## src/b64s_pkg.sv

```systemverilog
// Shared types, constants and character mapping functions for the base64url codec.
`timescale 1ns / 1ps
`default_nettype none

package b64s_pkg;

  // Start values of the pending bit count, by direction.
  localparam logic signed [4:0] ENC_START = -5'sd6;
  localparam logic signed [4:0] DEC_START = -5'sd8;

  localparam logic DIR_ENCODE = 1'b0;
  localparam logic DIR_DECODE = 1'b1;

  localparam logic [7:0] PAD_CHAR = 8'h3D;  // '='

  localparam int unsigned ACC_W = 14;

  // One result item as it leaves the block.
  typedef struct packed {
    logic [7:0] out_byte;
    logic       byte_valid;
    logic       end_of_message;
    logic       bad_input;
  } result_t;

  // Work handed from the front to the back: one or two results.
  typedef struct packed {
    logic    two;
    result_t r0;
    result_t r1;
  } cmd_t;

  // Queue status seen by both sides.
  typedef struct packed {
    logic full;
    logic empty;
  } q_status_t;

  // 6-bit group to base64url character.
  function automatic logic [7:0] sextet_char(input logic [5:0] v);
    logic [7:0] c;
    if (v < 6'd26) begin
      c = 8'(8'h41 + {2'b00, v});
    end else if (v < 6'd52) begin
      c = 8'(8'h61 + {2'b00, v} - 8'd26);
    end else if (v < 6'd62) begin
      c = 8'(8'h30 + {2'b00, v} - 8'd52);
    end else if (v == 6'd62) begin
      c = 8'h2D;
    end else begin
      c = 8'h5F;
    end
    return c;
  endfunction

  // Character to {valid, 6-bit group}; both url and standard alphabets for 62 and 63.
  function automatic logic [6:0] char_sextet(input logic [7:0] c);
    logic [6:0] r;
    if (c >= 8'h41 && c <= 8'h5A) begin
      r = {1'b1, 6'(c - 8'h41)};
    end else if (c >= 8'h61 && c <= 8'h7A) begin
      r = {1'b1, 6'(c - 8'h61 + 8'd26)};
    end else if (c >= 8'h30 && c <= 8'h39) begin
      r = {1'b1, 6'(c - 8'h30 + 8'd52)};
    end else if (c == 8'h2D || c == 8'h2B) begin
      r = {1'b1, 6'd62};
    end else if (c == 8'h5F || c == 8'h2F) begin
      r = {1'b1, 6'd63};
    end else begin
      r = 7'd0;
    end
    return r;
  endfunction

endpackage

`default_nettype wire

```

## src/base64url_stream_codec.sv

```systemverilog
// Top level of the streaming base64url encoder/decoder.
//
// Usage:
//   Input channel (in_valid / in_stall, data_byte, last_item): one byte per
//   item. An item is taken at a rising edge with in_valid high and in_stall low.
//   Output channel (out_valid / out_stall, out_byte, byte_valid,
//   end_of_message, bad_input): zero to two result items per input item.
//   cfg_wr_en / cfg_wr_data write the direction register (0 encode, 1 decode)
//   and clear the message state; write it only while the block is idle.
//   The first result of an item is registered in the command queue, then in
//   the output register. Throughput: decoding takes one item per cycle while
//   the receiver does not stall; an encoded item with two characters uses the
//   single output register twice, as it carries one result per unstalled cycle.
//   The front end takes a new item every cycle while the 2-entry queue has room.
//   Reset (rst, synchronous): direction goes to encode, the message state and
//   the queue are cleared, out_valid drops.
//   When the receiver stalls, the output item holds, the queue fills, and
//   in_stall rises once both queue entries are taken.
`timescale 1ns / 1ps
`default_nettype none

module base64url_stream_codec (
  input  wire logic        clk,
  input  wire logic        rst,
  input  wire logic        cfg_wr_en,
  input  wire logic        cfg_wr_data,
  input  wire logic        in_valid,
  output logic             in_stall,
  input  wire logic [7:0]  data_byte,
  input  wire logic        last_item,
  output logic             out_valid,
  input  wire logic        out_stall,
  output logic [7:0]       out_byte,
  output logic             byte_valid,
  output logic             end_of_message,
  output logic             bad_input
);

  b64s_pkg::q_status_t q_status;
  b64s_pkg::cmd_t      push_cmd;
  b64s_pkg::cmd_t      head;
  b64s_pkg::result_t   out_res;
  logic                push;
  logic                pop;

  // Classify the item, advance the bit stream, build a command.
  b64s_front u_front (
    .clk        (clk),
    .rst        (rst),
    .cfg_wr_en  (cfg_wr_en),
    .cfg_wr_data(cfg_wr_data),
    .in_valid   (in_valid),
    .in_stall   (in_stall),
    .data_byte  (data_byte),
    .last_item  (last_item),
    .q_status   (q_status),
    .push       (push),
    .push_cmd   (push_cmd)
  );

  // Decouple the two sides so each can stall on its own.
  b64s_queue u_queue (
    .clk     (clk),
    .rst     (rst),
    .push    (push),
    .push_cmd(push_cmd),
    .pop     (pop),
    .head    (head),
    .q_status(q_status)
  );

  // Drain commands one result per cycle while the receiver does not stall.
  b64s_back u_back (
    .clk      (clk),
    .rst      (rst),
    .head     (head),
    .q_status (q_status),
    .pop      (pop),
    .out_valid(out_valid),
    .out_stall(out_stall),
    .out_res  (out_res)
  );

  assign out_byte       = out_res.out_byte;
  assign byte_valid     = out_res.byte_valid;
  assign end_of_message = out_res.end_of_message;
  assign bad_input      = out_res.bad_input;

endmodule

`default_nettype wire

```

## src/b64s_front.sv

```systemverilog
// Front end: accepts items, tracks the bit stream and builds result commands.
`timescale 1ns / 1ps
`default_nettype none

module b64s_front (
  input  wire logic                 clk,
  input  wire logic                 rst,
  input  wire logic                 cfg_wr_en,
  input  wire logic                 cfg_wr_data,
  input  wire logic                 in_valid,
  output logic                      in_stall,
  input  wire logic [7:0]           data_byte,
  input  wire logic                 last_item,
  input  wire b64s_pkg::q_status_t  q_status,
  output logic                      push,
  output b64s_pkg::cmd_t            push_cmd
);

  logic                              direction;
  logic [b64s_pkg::ACC_W-1:0]        acc;
  logic signed [4:0]                 pending;
  logic                              pad_seen;
  logic                              error_seen;

  logic [b64s_pkg::ACC_W-1:0]        acc_next;
  logic signed [4:0]                 pending_next;
  logic                              pad_next;
  logic                              error_next;

  logic [b64s_pkg::ACC_W-1:0]        acc_enc;
  logic signed [4:0]                 p_enc1;
  logic signed [4:0]                 p_enc2;
  logic signed [4:0]                 p_neg;
  logic                              emit2;
  logic                              flush;
  logic [7:0]                        char0;
  logic [7:0]                        char1;
  logic [7:0]                        char_fl;

  logic [b64s_pkg::ACC_W-1:0]        acc_dec;
  logic signed [4:0]                 p_dec;
  logic [6:0]                        dec_sx;
  logic                              active;
  logic                              is_pad;
  logic                              emitd;
  logic [7:0]                        dec_byte;

  logic                              accept;

  assign in_stall = q_status.full;
  assign accept   = in_valid && !in_stall;

  always_comb begin
    // encode path
    acc_enc = {acc[5:0], data_byte};
    p_enc1  = pending + 5'sd8;
    p_enc2  = p_enc1 - 5'sd6;
    p_neg   = -p_enc2;
    emit2   = !p_enc2[4];
    flush   = last_item && !emit2 && (p_enc2 > -5'sd6);
    char0   = b64s_pkg::sextet_char(6'(acc_enc >> p_enc1[3:0]));
    char1   = b64s_pkg::sextet_char(6'(acc_enc >> p_enc2[3:0]));
    char_fl = b64s_pkg::sextet_char(6'(acc_enc << p_neg[2:0]));

    // decode path
    active   = !pad_seen && !error_seen;
    is_pad   = (data_byte == b64s_pkg::PAD_CHAR);
    dec_sx   = b64s_pkg::char_sextet(data_byte);
    acc_dec  = {acc[7:0], dec_sx[5:0]};
    p_dec    = pending + 5'sd6;
    emitd    = active && !is_pad && dec_sx[6] && !p_dec[4];
    dec_byte = 8'(acc_dec >> p_dec[3:0]);

    acc_next     = acc;
    pending_next = pending;
    pad_next     = pad_seen;
    error_next   = error_seen;
    push         = 1'b0;
    push_cmd     = '0;

    if (direction == b64s_pkg::DIR_ENCODE) begin
      acc_next          = acc_enc;
      pending_next      = emit2 ? p_enc2 - 5'sd6 : p_enc2;
      push              = 1'b1;
      push_cmd.two      = emit2 || flush;
      push_cmd.r0       = '{out_byte: char0, byte_valid: 1'b1,
                            end_of_message: last_item && !(emit2 || flush), bad_input: 1'b0};
      push_cmd.r1       = '{out_byte: emit2 ? char1 : char_fl, byte_valid: 1'b1,
                            end_of_message: last_item, bad_input: 1'b0};
    end else begin
      if (active) begin
        if (is_pad) begin
          pad_next = 1'b1;
        end else if (!dec_sx[6]) begin
          error_next = 1'b1;
        end else begin
          acc_next     = acc_dec;
          pending_next = emitd ? p_dec - 5'sd8 : p_dec;
        end
      end
      push         = emitd || last_item;
      push_cmd.two = 1'b0;
      if (emitd) begin
        push_cmd.r0 = '{out_byte: dec_byte, byte_valid: 1'b1,
                        end_of_message: last_item, bad_input: last_item && error_next};
      end else begin
        push_cmd.r0 = '{out_byte: 8'd0, byte_valid: 1'b0,
                        end_of_message: 1'b1, bad_input: error_next};
      end
    end
    push = push && accept;
  end

  always_ff @(posedge clk) begin
    if (rst) begin
      direction  <= b64s_pkg::DIR_ENCODE;
      acc        <= '0;
      pending    <= b64s_pkg::ENC_START;
      pad_seen   <= 1'b0;
      error_seen <= 1'b0;
    end else if (cfg_wr_en) begin
      direction  <= cfg_wr_data;
      acc        <= '0;
      pending    <= cfg_wr_data ? b64s_pkg::DEC_START : b64s_pkg::ENC_START;
      pad_seen   <= 1'b0;
      error_seen <= 1'b0;
    end else if (accept) begin
      if (last_item) begin
        acc        <= '0;
        pending    <= direction ? b64s_pkg::DEC_START : b64s_pkg::ENC_START;
        pad_seen   <= 1'b0;
        error_seen <= 1'b0;
      end else begin
        acc        <= acc_next;
        pending    <= pending_next;
        pad_seen   <= pad_next;
        error_seen <= error_next;
      end
    end
  end

endmodule

`default_nettype wire

```

## src/b64s_queue.sv

```systemverilog
// Two-entry command queue between the front and back ends.
`timescale 1ns / 1ps
`default_nettype none

module b64s_queue (
  input  wire logic                 clk,
  input  wire logic                 rst,
  input  wire logic                 push,
  input  wire b64s_pkg::cmd_t       push_cmd,
  input  wire logic                 pop,
  output b64s_pkg::cmd_t            head,
  output b64s_pkg::q_status_t       q_status
);

  b64s_pkg::cmd_t slot [2];
  logic           wr_ptr;
  logic           rd_ptr;
  logic [1:0]     count;

  assign head           = slot[rd_ptr];
  assign q_status.full  = (count == 2'd2);
  assign q_status.empty = (count == 2'd0);

  always_ff @(posedge clk) begin
    if (push) begin
      slot[wr_ptr] <= push_cmd;
    end
  end

  always_ff @(posedge clk) begin
    if (rst) begin
      wr_ptr <= 1'b0;
      rd_ptr <= 1'b0;
      count  <= 2'd0;
    end else begin
      if (push) begin
        wr_ptr <= !wr_ptr;
      end
      if (pop) begin
        rd_ptr <= !rd_ptr;
      end
      case ({push, pop})
        2'b10:   count <= count + 2'd1;
        2'b01:   count <= count - 2'd1;
        default: count <= count;
      endcase
    end
  end

endmodule

`default_nettype wire

```

## src/b64s_back.sv

```systemverilog
// Back end: plays out one or two results per command through the output register.
`timescale 1ns / 1ps
`default_nettype none

module b64s_back (
  input  wire logic                 clk,
  input  wire logic                 rst,
  input  wire b64s_pkg::cmd_t       head,
  input  wire b64s_pkg::q_status_t  q_status,
  output logic                      pop,
  output logic                      out_valid,
  input  wire logic                 out_stall,
  output b64s_pkg::result_t         out_res
);

  logic               hold2;
  b64s_pkg::result_t  second;
  logic               load;

  assign load = !out_valid || !out_stall;
  assign pop  = load && !hold2 && !q_status.empty;

  always_ff @(posedge clk) begin
    if (rst) begin
      out_valid <= 1'b0;
      hold2     <= 1'b0;
    end else if (load) begin
      if (hold2) begin
        out_valid <= 1'b1;
        hold2     <= 1'b0;
      end else if (!q_status.empty) begin
        out_valid <= 1'b1;
        hold2     <= head.two;
      end else begin
        out_valid <= 1'b0;
      end
    end
  end

  always_ff @(posedge clk) begin
    if (load) begin
      if (hold2) begin
        out_res <= second;
      end else if (!q_status.empty) begin
        out_res <= head.r0;
        second  <= head.r1;
      end
    end
  end

endmodule

`default_nettype wire

```

## config.mk

```make
export PLATFORM = sky130hd
export DESIGN_NAME = base64url_stream_codec
export DESIGN_NICKNAME = d
export VERILOG_FILES = /design/src/b64s_pkg.sv /design/src/base64url_stream_codec.sv /design/src/b64s_front.sv /design/src/b64s_queue.sv /design/src/b64s_back.sv
export SDC_FILE = /design/constraint.sdc
export NUM_CORES = 1
export LEC_CHECK = 0
export ABC_CLOCK_PERIOD_IN_PS = 6250
export BUFFER_PORTS_ARGS = -buffer_cell sky130_fd_sc_hd__clkbuf_2
export CAP_MARGIN = 20
export CORE_MARGIN = 2
export CORE_UTILIZATION = 55
export DETAILED_ROUTE_END_ITERATION = 8
export PLACE_DENSITY = 0.76
export SETUP_SLACK_MARGIN = 0.3
export SLEW_MARGIN = 5
export SYNTH_ARGS = -nofsm -noshare
export SYNTH_HDL_FRONTEND = slang
export SYNTH_SLANG_ARGS = --single-unit
```

## constraint.sdc

```tcl
create_clock -name clk -period 6.25 [get_ports clk]
set_clock_uncertainty 0.2 [all_clocks]
set_input_delay 0.625 -clock clk [delete_from_list [all_inputs] [get_ports clk]]
set_output_delay 0.625 -clock clk [all_outputs]
set_load 0.05 [all_outputs]
```

==> metrics.yaml, run 1 <==
cp.arrival_ns: 4.90
synth.avg_cell_area_um2: 9.32
area_delta_synth_final_pct: 7.06
maxCapViolations: 0
clock_sinks: 87
first_global_vias: 5442
wire_per_inst_um: 19.7
synth_xor_area_share_pct: 4.04
fmaxAchievable_mhz: 200
numPortBuffers: 27
ant_nets: 0
hold_path_class: "reg2reg"
routed_wl_um: 18000
dp_worst_setup_slack_ns: 1.33
globalplace.congestion: 0.960
viasPerCell: 6.47
power_density_nw_per_um2: 318
area.sequential_um2: 2390
synth_compound_area_share_pct: 21.1
synth_edf_count: 65
fillers: 1071
utilization_pct: 59.8
num_rows: 41
core_um2: 12500
async_reset_ff_share_pct: 0
initial_core_util_pct: 55.8
antenna_found_initial: 0
synth_mux_area_share_pct: 11.6
synth_ff_type: "edfxtp_1"
clkLatencyLatePin_ns: 0.34
ys_types: 85
synth_top_family_by_area: "compound AO/OA/AOI/OAI gates"
cts_tree: "built"
drt_iter0_drc: 711
cp-end-kind: "register"
path_cells: "inv_1 > ha_1 > and2b_1 > a21boi_0 > ha_1 > nor2b_1 > nand2_1 > a21bo_2 > a221oi_1 > a211oi_1 > a211oi_1"
num_antenna_cells: 0
yosysWarnings: 0
synthAdderAreaFrac_pct: 7.55
cp_max_fo: 32
worst_slack_ns: 1.26
die_y_um: 116
grt_start_max_net_pins: 48
clk_pin_slew_worst_paths_ns: 0.07
ctsHtreeMaxLevel: 3
cts_max_path_buffers: 2
total_leakage_power_nw: 2.83
required_ns: 6.16
io_pins: 28
vias: 5940
startpoint_type: "register"
ys_seq_elements: 87
seq_area_frac_synth_pct: 34.4
peakVddDrop_mv: 0.137
hold_viol_final: 0
cts_buffers: 9
dpl.hpwl_um: 12900
synth-simple-area-share_pct: 15.7
grt_pass1_wl_um: 28400
drv_slew: 0
outcome: "finished clean"
die_x_um: 116
worst_pin_slew_ns: 1.07
setup_violations: 0
cts_root_buf: "clkbuf_16"
finalNetCount: 798
slew_headroom_pct: 26.8
drive_above_1_share_pct: 14.7
track_usage_pct: 27.0
drt-pass1-iter-count: 5
ctsHoldBuffers: 0
fin_crit_ns: 4.99
multiInputGateArea_um2: 4180
crit_slowest_cell: "ha_1"
setup_tns_ns: 0
syn_inst: 747
cpPeakStageDelay_ns: 1.05
min_period_over_period_pct: 79.8
worst_hold_slack_ns: 0.297
syn_nets: 804
finalPower_mw: 2.37
postCtsSetupBuffers: 0
drcViolationCount: 0
grt_overflow: 0
post_cts_resized: 0
path_class: "reg2reg"
dieArea_um2: 13600
netlist_area_um2: 6960
rsz0062_at_grt: "false"
-- cells in the final DEF, fill, tap and decap left out, types with 9 or more instances in the layout --
master and count:
a21o_1 11, a21oi_1 40, a31oi_1 11, clkbuf_16 9, clkbuf_2 27, dfxtp_1 21
edfxtp_1 65, ha_1 42, inv_1 33, mux2_2 24, mux2i_1 31, nand2_1 73
nand2b_1 12, nand3_1 28, nor2_1 46, nor3_1 10, o211ai_1 13, o21ai_0 38
xnor2_1 20, xor2_1 9
-- power by group --
part	switching, mW	total, mW	internal [mW]
Clock	0.226	0.542	0.316
Combinational	0.620	0.939	0.319
Sequential	0.0715	0.891	0.819
Total	0.918	2.37	1.45
-- sequential cells by signal, indices dropped and copies added (netlist names), 2 cells and up, named ones only --
name,count
u_queue.slot,44
u_back.second,10
u_queue.count,2
u_back.out_res,11
u_front.pending,4
u_front.acc,8
-- worst max-delay path: cells and delay by family (launching register included) --
kind | cells | cell delay (ns)
simple gates | 3 | 0.61
flops | 1 | 0.73
buf+inv | 1 | 0.23
fa+ha+maj | 2 | 1.38
compound gates | 5 | 1.60
-- per-layer routing --
| layer | part of all wire [%] | GRT usage, % | wire (um) | vias up |
|---|---|---|---|---|
| met1 | 41 | 35.4 | 7450 | 2816 |
| met2 | 48 | 45.2 | 8660 | 302 |
| met4 | 2.7 | 9.13 | 485 | 0 |
| li1 | - | - | - | 2776 |
| met5 | 0 | 0 | 0 | - |
| met3 | 8.0 | 5.14 | 1450 | 46 |
-- path summary, 6_finish.rpt --
| path | to | slack, ns | start | depth (start not counted) |
|---|---|---|---|---|
| worst max-delay path | u_queue.slot[1][7] | 1.26 | u_front.pending[2] | 11 |
| worst max register to register | u_queue.slot[1][7] | 1.26 | u_front.pending[2] | 11 |
| worst min register to register | u_front.error_seen | 0.30 | u_front.error_seen | 2 |
| worst min-delay path | u_front.error_seen | 0.30 | u_front.error_seen | 2 |
-- stage by stage --
step / area (um2) / std cells
finish: 7450 / 918
global route: 7450 / 918
CTS: 7450 / 918
detailed placement: 7150 / 902
global placement: 7090 / 899
floorplan: 6960 / 747
-- cell type report --
type / instances / share of cell area (%)
well taps: 172 / 2.89
inverters: 37 / 1.86
flip-flops and latches: 87 / 32.1
clock inverters: 6 / 0.974
clock buffers: 10 / 3.07
repair buffers: 34 / 2.99
multi-input cells: 572 / 56.1
-- logic make-up (layout without fill, tap and decap cells) --
group	after synthesis	in the layout
compound gates	209	209
flops	87	87
xor+xnor	30	30
buf+inv	88	87
simple gates	225	225
mux	66	66
fa+ha+maj	42	42
-- synth_stat cells (all sizes together), types with 3 or more instances --
| cell type | n | area [um2] |
|---|---|---|
| or3 | 5 | 31.3 |
| mux2 | 26 | 297 |
| dfxtp | 22 | 440 |
| o31ai | 8 | 60.1 |
| nand3b | 5 | 37.5 |
| nor3 | 11 | 60.1 |
| inv | 37 | 139 |
| nand2 | 73 | 274 |
| o211ai | 13 | 97.6 |
| nor2b | 8 | 50.1 |
| nand2b | 12 | 75.1 |
| a211oi | 8 | 65.1 |
| nand3 | 28 | 140 |
| or2 | 5 | 31.3 |
| a22o | 4 | 35.0 |
| a22oi | 4 | 35.0 |
| ha | 42 | 526 |
| o211a | 5 | 50.1 |
| nor4 | 8 | 50.1 |
| nor2 | 48 | 180 |
| a31oi | 11 | 68.8 |
| o21ai | 41 | 209 |
| xnor2 | 21 | 203 |
| buf | 23 | 149 |
| o311ai | 5 | 43.8 |
| and2 | 5 | 31.3 |
| a21oi | 41 | 216 |
| o22ai | 8 | 56.3 |
| a2111oi | 4 | 35.0 |
| a211o | 5 | 43.8 |
| and3 | 3 | 18.8 |
| a221oi | 4 | 35.0 |
| mux4 | 8 | 180 |
| a31o | 6 | 52.6 |
| xor2 | 9 | 78.8 |
| nand4 | 5 | 31.3 |
| edfxtp | 65 | 1950 |
| a21boi | 4 | 30.0 |
| mux2i | 32 | 333 |
| a21o | 11 | 82.6 |
| o32ai | 6 | 60.1 |
| clkbuf | 28 | 105 |
Note: power is estimated with default switching activity, not from simulation.
==> inputs of run 2 (changes only) <==
Settings changed: ABC_CLOCK_PERIOD_IN_PS 6250 to 4600.
Clock period 6.25 ns to 4.6 ns, I/O delays scaled along.
==> metrics.yaml, run 2 (same netlist as run 1, synthesis figures left out) <==
outcome: "finished clean"
cp_num_cells: 9
clock_sinks: 87
dpl_cell_area_um2: 7210
setup.worst_path.start: "data_byte[2]"
drive_above_1_share_pct: 16.5
io_pins: 28
setup_tns_ns: 0
crit_slowest_cell: "a2111oi_0"
dieArea_um2: 13600
final_cells: 931
total_leakage_power_nw: 2.88
peakVddDrop_mv: 0.246
hold_viol_final: 0
cts_max_path_buffers: 2
cp.arrival_ns: 3.83
first_global_vias: 5452
area_delta_synth_final_pct: 8.23
die_y_um: 116
globalplace.congestion: 0.986
grt_pass1_wl_um: 28200
area.sequential_um2: 2390
drt_iter0_drc: 779
power_density_nw_per_um2: 427
hold_path_class: "in2reg"
final_common_cell: "nand2_1"
required_ns: 4.43
multiInputGateArea_um2: 4180
r2r_slack_ns: 0.62
regMostFlops: "u_queue.slot"
numPortBuffers: 27
num_rows: 41
routed_wl_um: 17900
cts_root_buf: "clkbuf_16"
layout_common_cells: "73 x nand2_1, 65 x edfxtp_1, 46 x nor2_1"
post-place-cells: 914
fillers: 1077
maxCapViolations: 0
initial_core_util_pct: 55.8
reg.largest.list: "u_queue.slot: 44 flops, u_back.out_res: 11 flops, u_back.second: 10 flops"
fin_crit_ns: 4.01
finalNetCount: 811
design_area_um2: 7530
grt_overflow: 0
num_antenna_cells: 0
setup_violations: 0
clk_pin_slew_worst_paths_ns: 0.07
cp_num_buf_inv: 2
core_um2: 12500
cpPeakStageDelay_ns: 0.97
min_period_over_period_pct: 87.1
path_delay_family: "compound AO/OA/AOI/OAI gates"
postCtsSetupBuffers: 0
fmaxAchievable_mhz: 249
startpoint_type: "input pin"
largest_register_ffs: 44
vias: 5937
wire_per_inst_um: 19.2
path_class: "in2reg"
track_usage_pct: 26.9
cts_buffers: 9
crit_end: "u_queue.slot[1][14]"
slew_headroom_pct: 30.9
worst_hold_slack_ns: 0.197
ctsHtreeMaxLevel: 3
drt-pass1-iter-count: 5
cp-end-kind: "register"
worst_pin_slew_ns: 1.01
r2r_end: "u_queue.slot[1][7]"
clkLatencyLatePin_ns: 0.34
die_x_um: 116
path_cells: "clkbuf_2 > inv_1 > ha_1 > a21oi_1 > a311oi_1 > or3_1 > o21ai_0 > a2111oi_0 > o32ai_1"
dpl.hpwl_um: 13200
grt_start_max_net_pins: 31
drcViolationCount: 0
viasPerCell: 6.38
antenna_found_initial: 0
ant_nets: 0
cts_tree: "built"
rsz0062_at_grt: "false"
regToRegStartpoint: "u_front.pending[2]"
cp_max_fo: 16
rr_worst_depth: 13
drv_slew: 0
run 2: cell count changes in the layout (fill, tap and decap cells not counted), moves of 2 or more:
cell,change
inv_8,+2
buf_8,-2
buf_6,+2
inv_6,-2
buf_4,+14
run 2: timing repair:
item | CTS | global route
gates resized for setup | 0 | 2
hold buffers | 0 | 0
endpoints found under the setup margin | 0 | 6
run 2: area by class of cell:
type / instances / area share, %
Clock buffer: 9 / 2.99
Clock inverter: 7 / 1.13
Inverter: 37 / 1.84
Multi-Input combinational cell: 572 / 55.5
Sequential cell: 87 / 31.8
Tap cell: 172 / 2.86
Timing Repair Buffer: 47 / 3.89
run 2: worst reg2reg max path, delay by kind of cell (launching register included):
family | cells | cell delay [ns]
AO/OA/AOI/OAI | 4 | 0.83
adder cells (fa/ha/maj) | 2 | 0.52
AND/OR/NAND/NOR | 2 | 0.47
XOR/XNOR | 1 | 0.45
buffers and inverters | 2 | 0.38
multiplexers | 2 | 0.63
flip-flops | 1 | 0.31
run 2: how the worst min path moves through the flow:
stage | from | end | cells past startpoint
2_1_floorplan | u_front.acc[6] | u_front.acc[6] | 2
3_3_place_gp | u_front.acc[6] | u_front.acc[6] | 2
3_5_place_dp | u_front.acc[6] | u_front.acc[6] | 2
4_1_cts | out_stall | u_back.out_valid | 3
5_1_grt | out_stall | u_back.out_valid | 3
6_report | out_stall | u_back.out_valid | 3
run 2: power breakdown:
part           switching (mW)  internal (mW)
logic                   0.829          0.429
registers              0.0961           1.11
clock network           0.317          0.433
total                    1.24           1.97
run 2: per-stage QoR:
stage	power [mW]	setup WS (ns)	util, %
5_1_grt	3.40	0.351	60.4
3_5_place_dp	2.47	0.463	57.8
4_1_cts	3.21	0.513	60.3
3_3_place_gp	2.43	0.487	57.8
6_report	3.22	0.592	60.4
2_1_floorplan	2.16	0.645	-
run 2: metal layers:
layer,share of wire [%],GRT usage (%),routed length [um],vias up
met4,2.5,10.0,453,0
met3,7.2,4.93,1300,48
met2,47,43.5,8440,284
met5,0,0,0,-
li1,-,-,-,2803
met1,43,36.3,7720,2802
==> inputs of run 3 (changes only) <==
Settings changed: PLACE_DENSITY 0.76 to 0.78.
==> metrics.yaml, run 3 (same netlist as run 1, synthesis figures left out) <==
outcome: "finished clean"
slew_headroom_pct: 26.4
multiInputGateArea_um2: 4190
crit_end: "u_queue.slot[1][14]"
cts_tree: "built"
num_antenna_cells: 0
final_cells: 925
clk_pin_slew_worst_paths_ns: 0.07
cts_buffers: 9
regToRegStartpoint: "u_front.pending[1]"
total_leakage_power_nw: 2.85
cp_max_fo: 16
required_ns: 4.43
reg.largest.list: "u_queue.slot: 44 flops, u_back.out_res: 11 flops, u_back.second: 10 flops"
setup.worst_path.start: "data_byte[2]"
drv_slew: 0
cpPeakStageDelay_ns: 1.02
cp-end-kind: "register"
wire_per_inst_um: 19.8
ctsHtreeMaxLevel: 3
core_um2: 12500
path_class: "in2reg"
min_period_over_period_pct: 88.0
grt_pass1_wl_um: 29200
setup_tns_ns: 0
ant_nets: 0
antenna_found_initial: 1
track_usage_pct: 27.8
r2r_end: "u_queue.slot[0][20]"
peakVddDrop_mv: 0.189
startpoint_type: "input pin"
cts_root_buf: "clkbuf_16"
drcViolationCount: 0
dpl_cell_area_um2: 7170
cts_max_path_buffers: 2
largest_register_ffs: 44
vias: 5967
grt_overflow: 0
fmaxAchievable_mhz: 247
clkLatencyLatePin_ns: 0.35
finalPower_mw: 3.18
power_density_nw_per_um2: 425
drive_above_1_share_pct: 15.8
dpl.hpwl_um: 13100
numPortBuffers: 27
area_delta_synth_final_pct: 7.55
io_pins: 28
dieArea_um2: 13600
cp.arrival_ns: 3.88
final_common_cell: "nand2_1"
die_x_um: 116
setup_violations: 0
routed_wl_um: 18300
first_global_vias: 5593
worst_hold_slack_ns: 0.200
fin_crit_ns: 4.05
hold_path_class: "in2reg"
crit_slowest_cell: "a2111oi_0"
design_area_um2: 7490
regMostFlops: "u_queue.slot"
hold_viol_final: 0
rsz0062_at_grt: "false"
die_y_um: 116
initial_core_util_pct: 55.8
r2r_slack_ns: 0.58
finalNetCount: 805
layout_common_cells: "73 x nand2_1, 65 x edfxtp_1, 46 x nor2_1"
maxCapViolations: 0
worst_pin_slew_ns: 1.08
drt_iter0_drc: 728
post-place-cells: 908
rr_worst_depth: 10
area.sequential_um2: 2390
viasPerCell: 6.45
drt-pass1-iter-count: 6
num_rows: 41
fillers: 1063
path_cells: "clkbuf_2 > inv_1 > ha_1 > a21oi_1 > a311oi_1 > or3_1 > o21ai_0 > a2111oi_0 > o32ai_1"
grt_start_max_net_pins: 47
clock_sinks: 87
globalplace.congestion: 1.02
[run 3: cell type report]
| type | instances | area share (%) |
|---|---|---|
| repair buffers | 41 | 3.64 |
| flip-flops and latches | 87 | 32.0 |
| multi-input cells | 572 | 55.9 |
| clock inverters | 6 | 0.669 |
| clock buffers | 10 | 3.06 |
| well taps | 172 | 2.87 |
| inverters | 37 | 1.86 |
[run 3: critical path, delay by kind of cell]
family                     cells  cell delay (ns)
AOI/OAI and AO/OA              5             2.20
buffers and inverters          2             0.61
and+or+nand+nor                1             0.31
adders and majority gates      1             0.30
[run 3: worst min-delay path by stage]
stage | start | cells after the start | slack [ns] | endpoint
finish | cfg_wr_data | 3 | 0.20 | u_front.direction
global route | cfg_wr_data | 3 | 0.23 | u_front.direction
CTS | cfg_wr_data | 3 | 0.19 | u_front.direction
detailed placement | u_front.error_seen | 2 | 0.28 | u_front.error_seen
global placement | u_front.error_seen | 2 | 0.27 | u_front.error_seen
floorplan | u_front.acc[6] | 2 | 0.25 | u_front.acc[6]
[run 3: power by group]
part	switching [mW]	internal [mW]	total, mW	leakage, nW
Sequential	0.0835	1.11	1.20	0.786
Clock	0.318	0.375	0.692	0.136
Combinational	0.853	0.439	1.29	1.93
[run 3: metal layers]
metal	share of wire, %	track usage, %	up-vias
li1	-	-	2800
met4	3.4	10.9	0
met3	7.9	4.31	59
met2	48	46.6	315
met1	41	36.1	2793
met5	0	0	-
[run 3: repair_timing]
item / 4_1_cts / 5_1_grt
setup buffers: 0 / 0
resized for setup: 0 / 2
hold buffers: 0 / 0
endpoints found under the setup margin: 0 / 4
[run 3: stage by stage]
step                      setup WS (ns)  util, %
after floorplan                   0.645        -
after global placement            0.429     57.5
after global routing              0.391     60.1
after detailed placement          0.439     57.5
after CTS                         0.580     59.8
final                             0.550     60.1
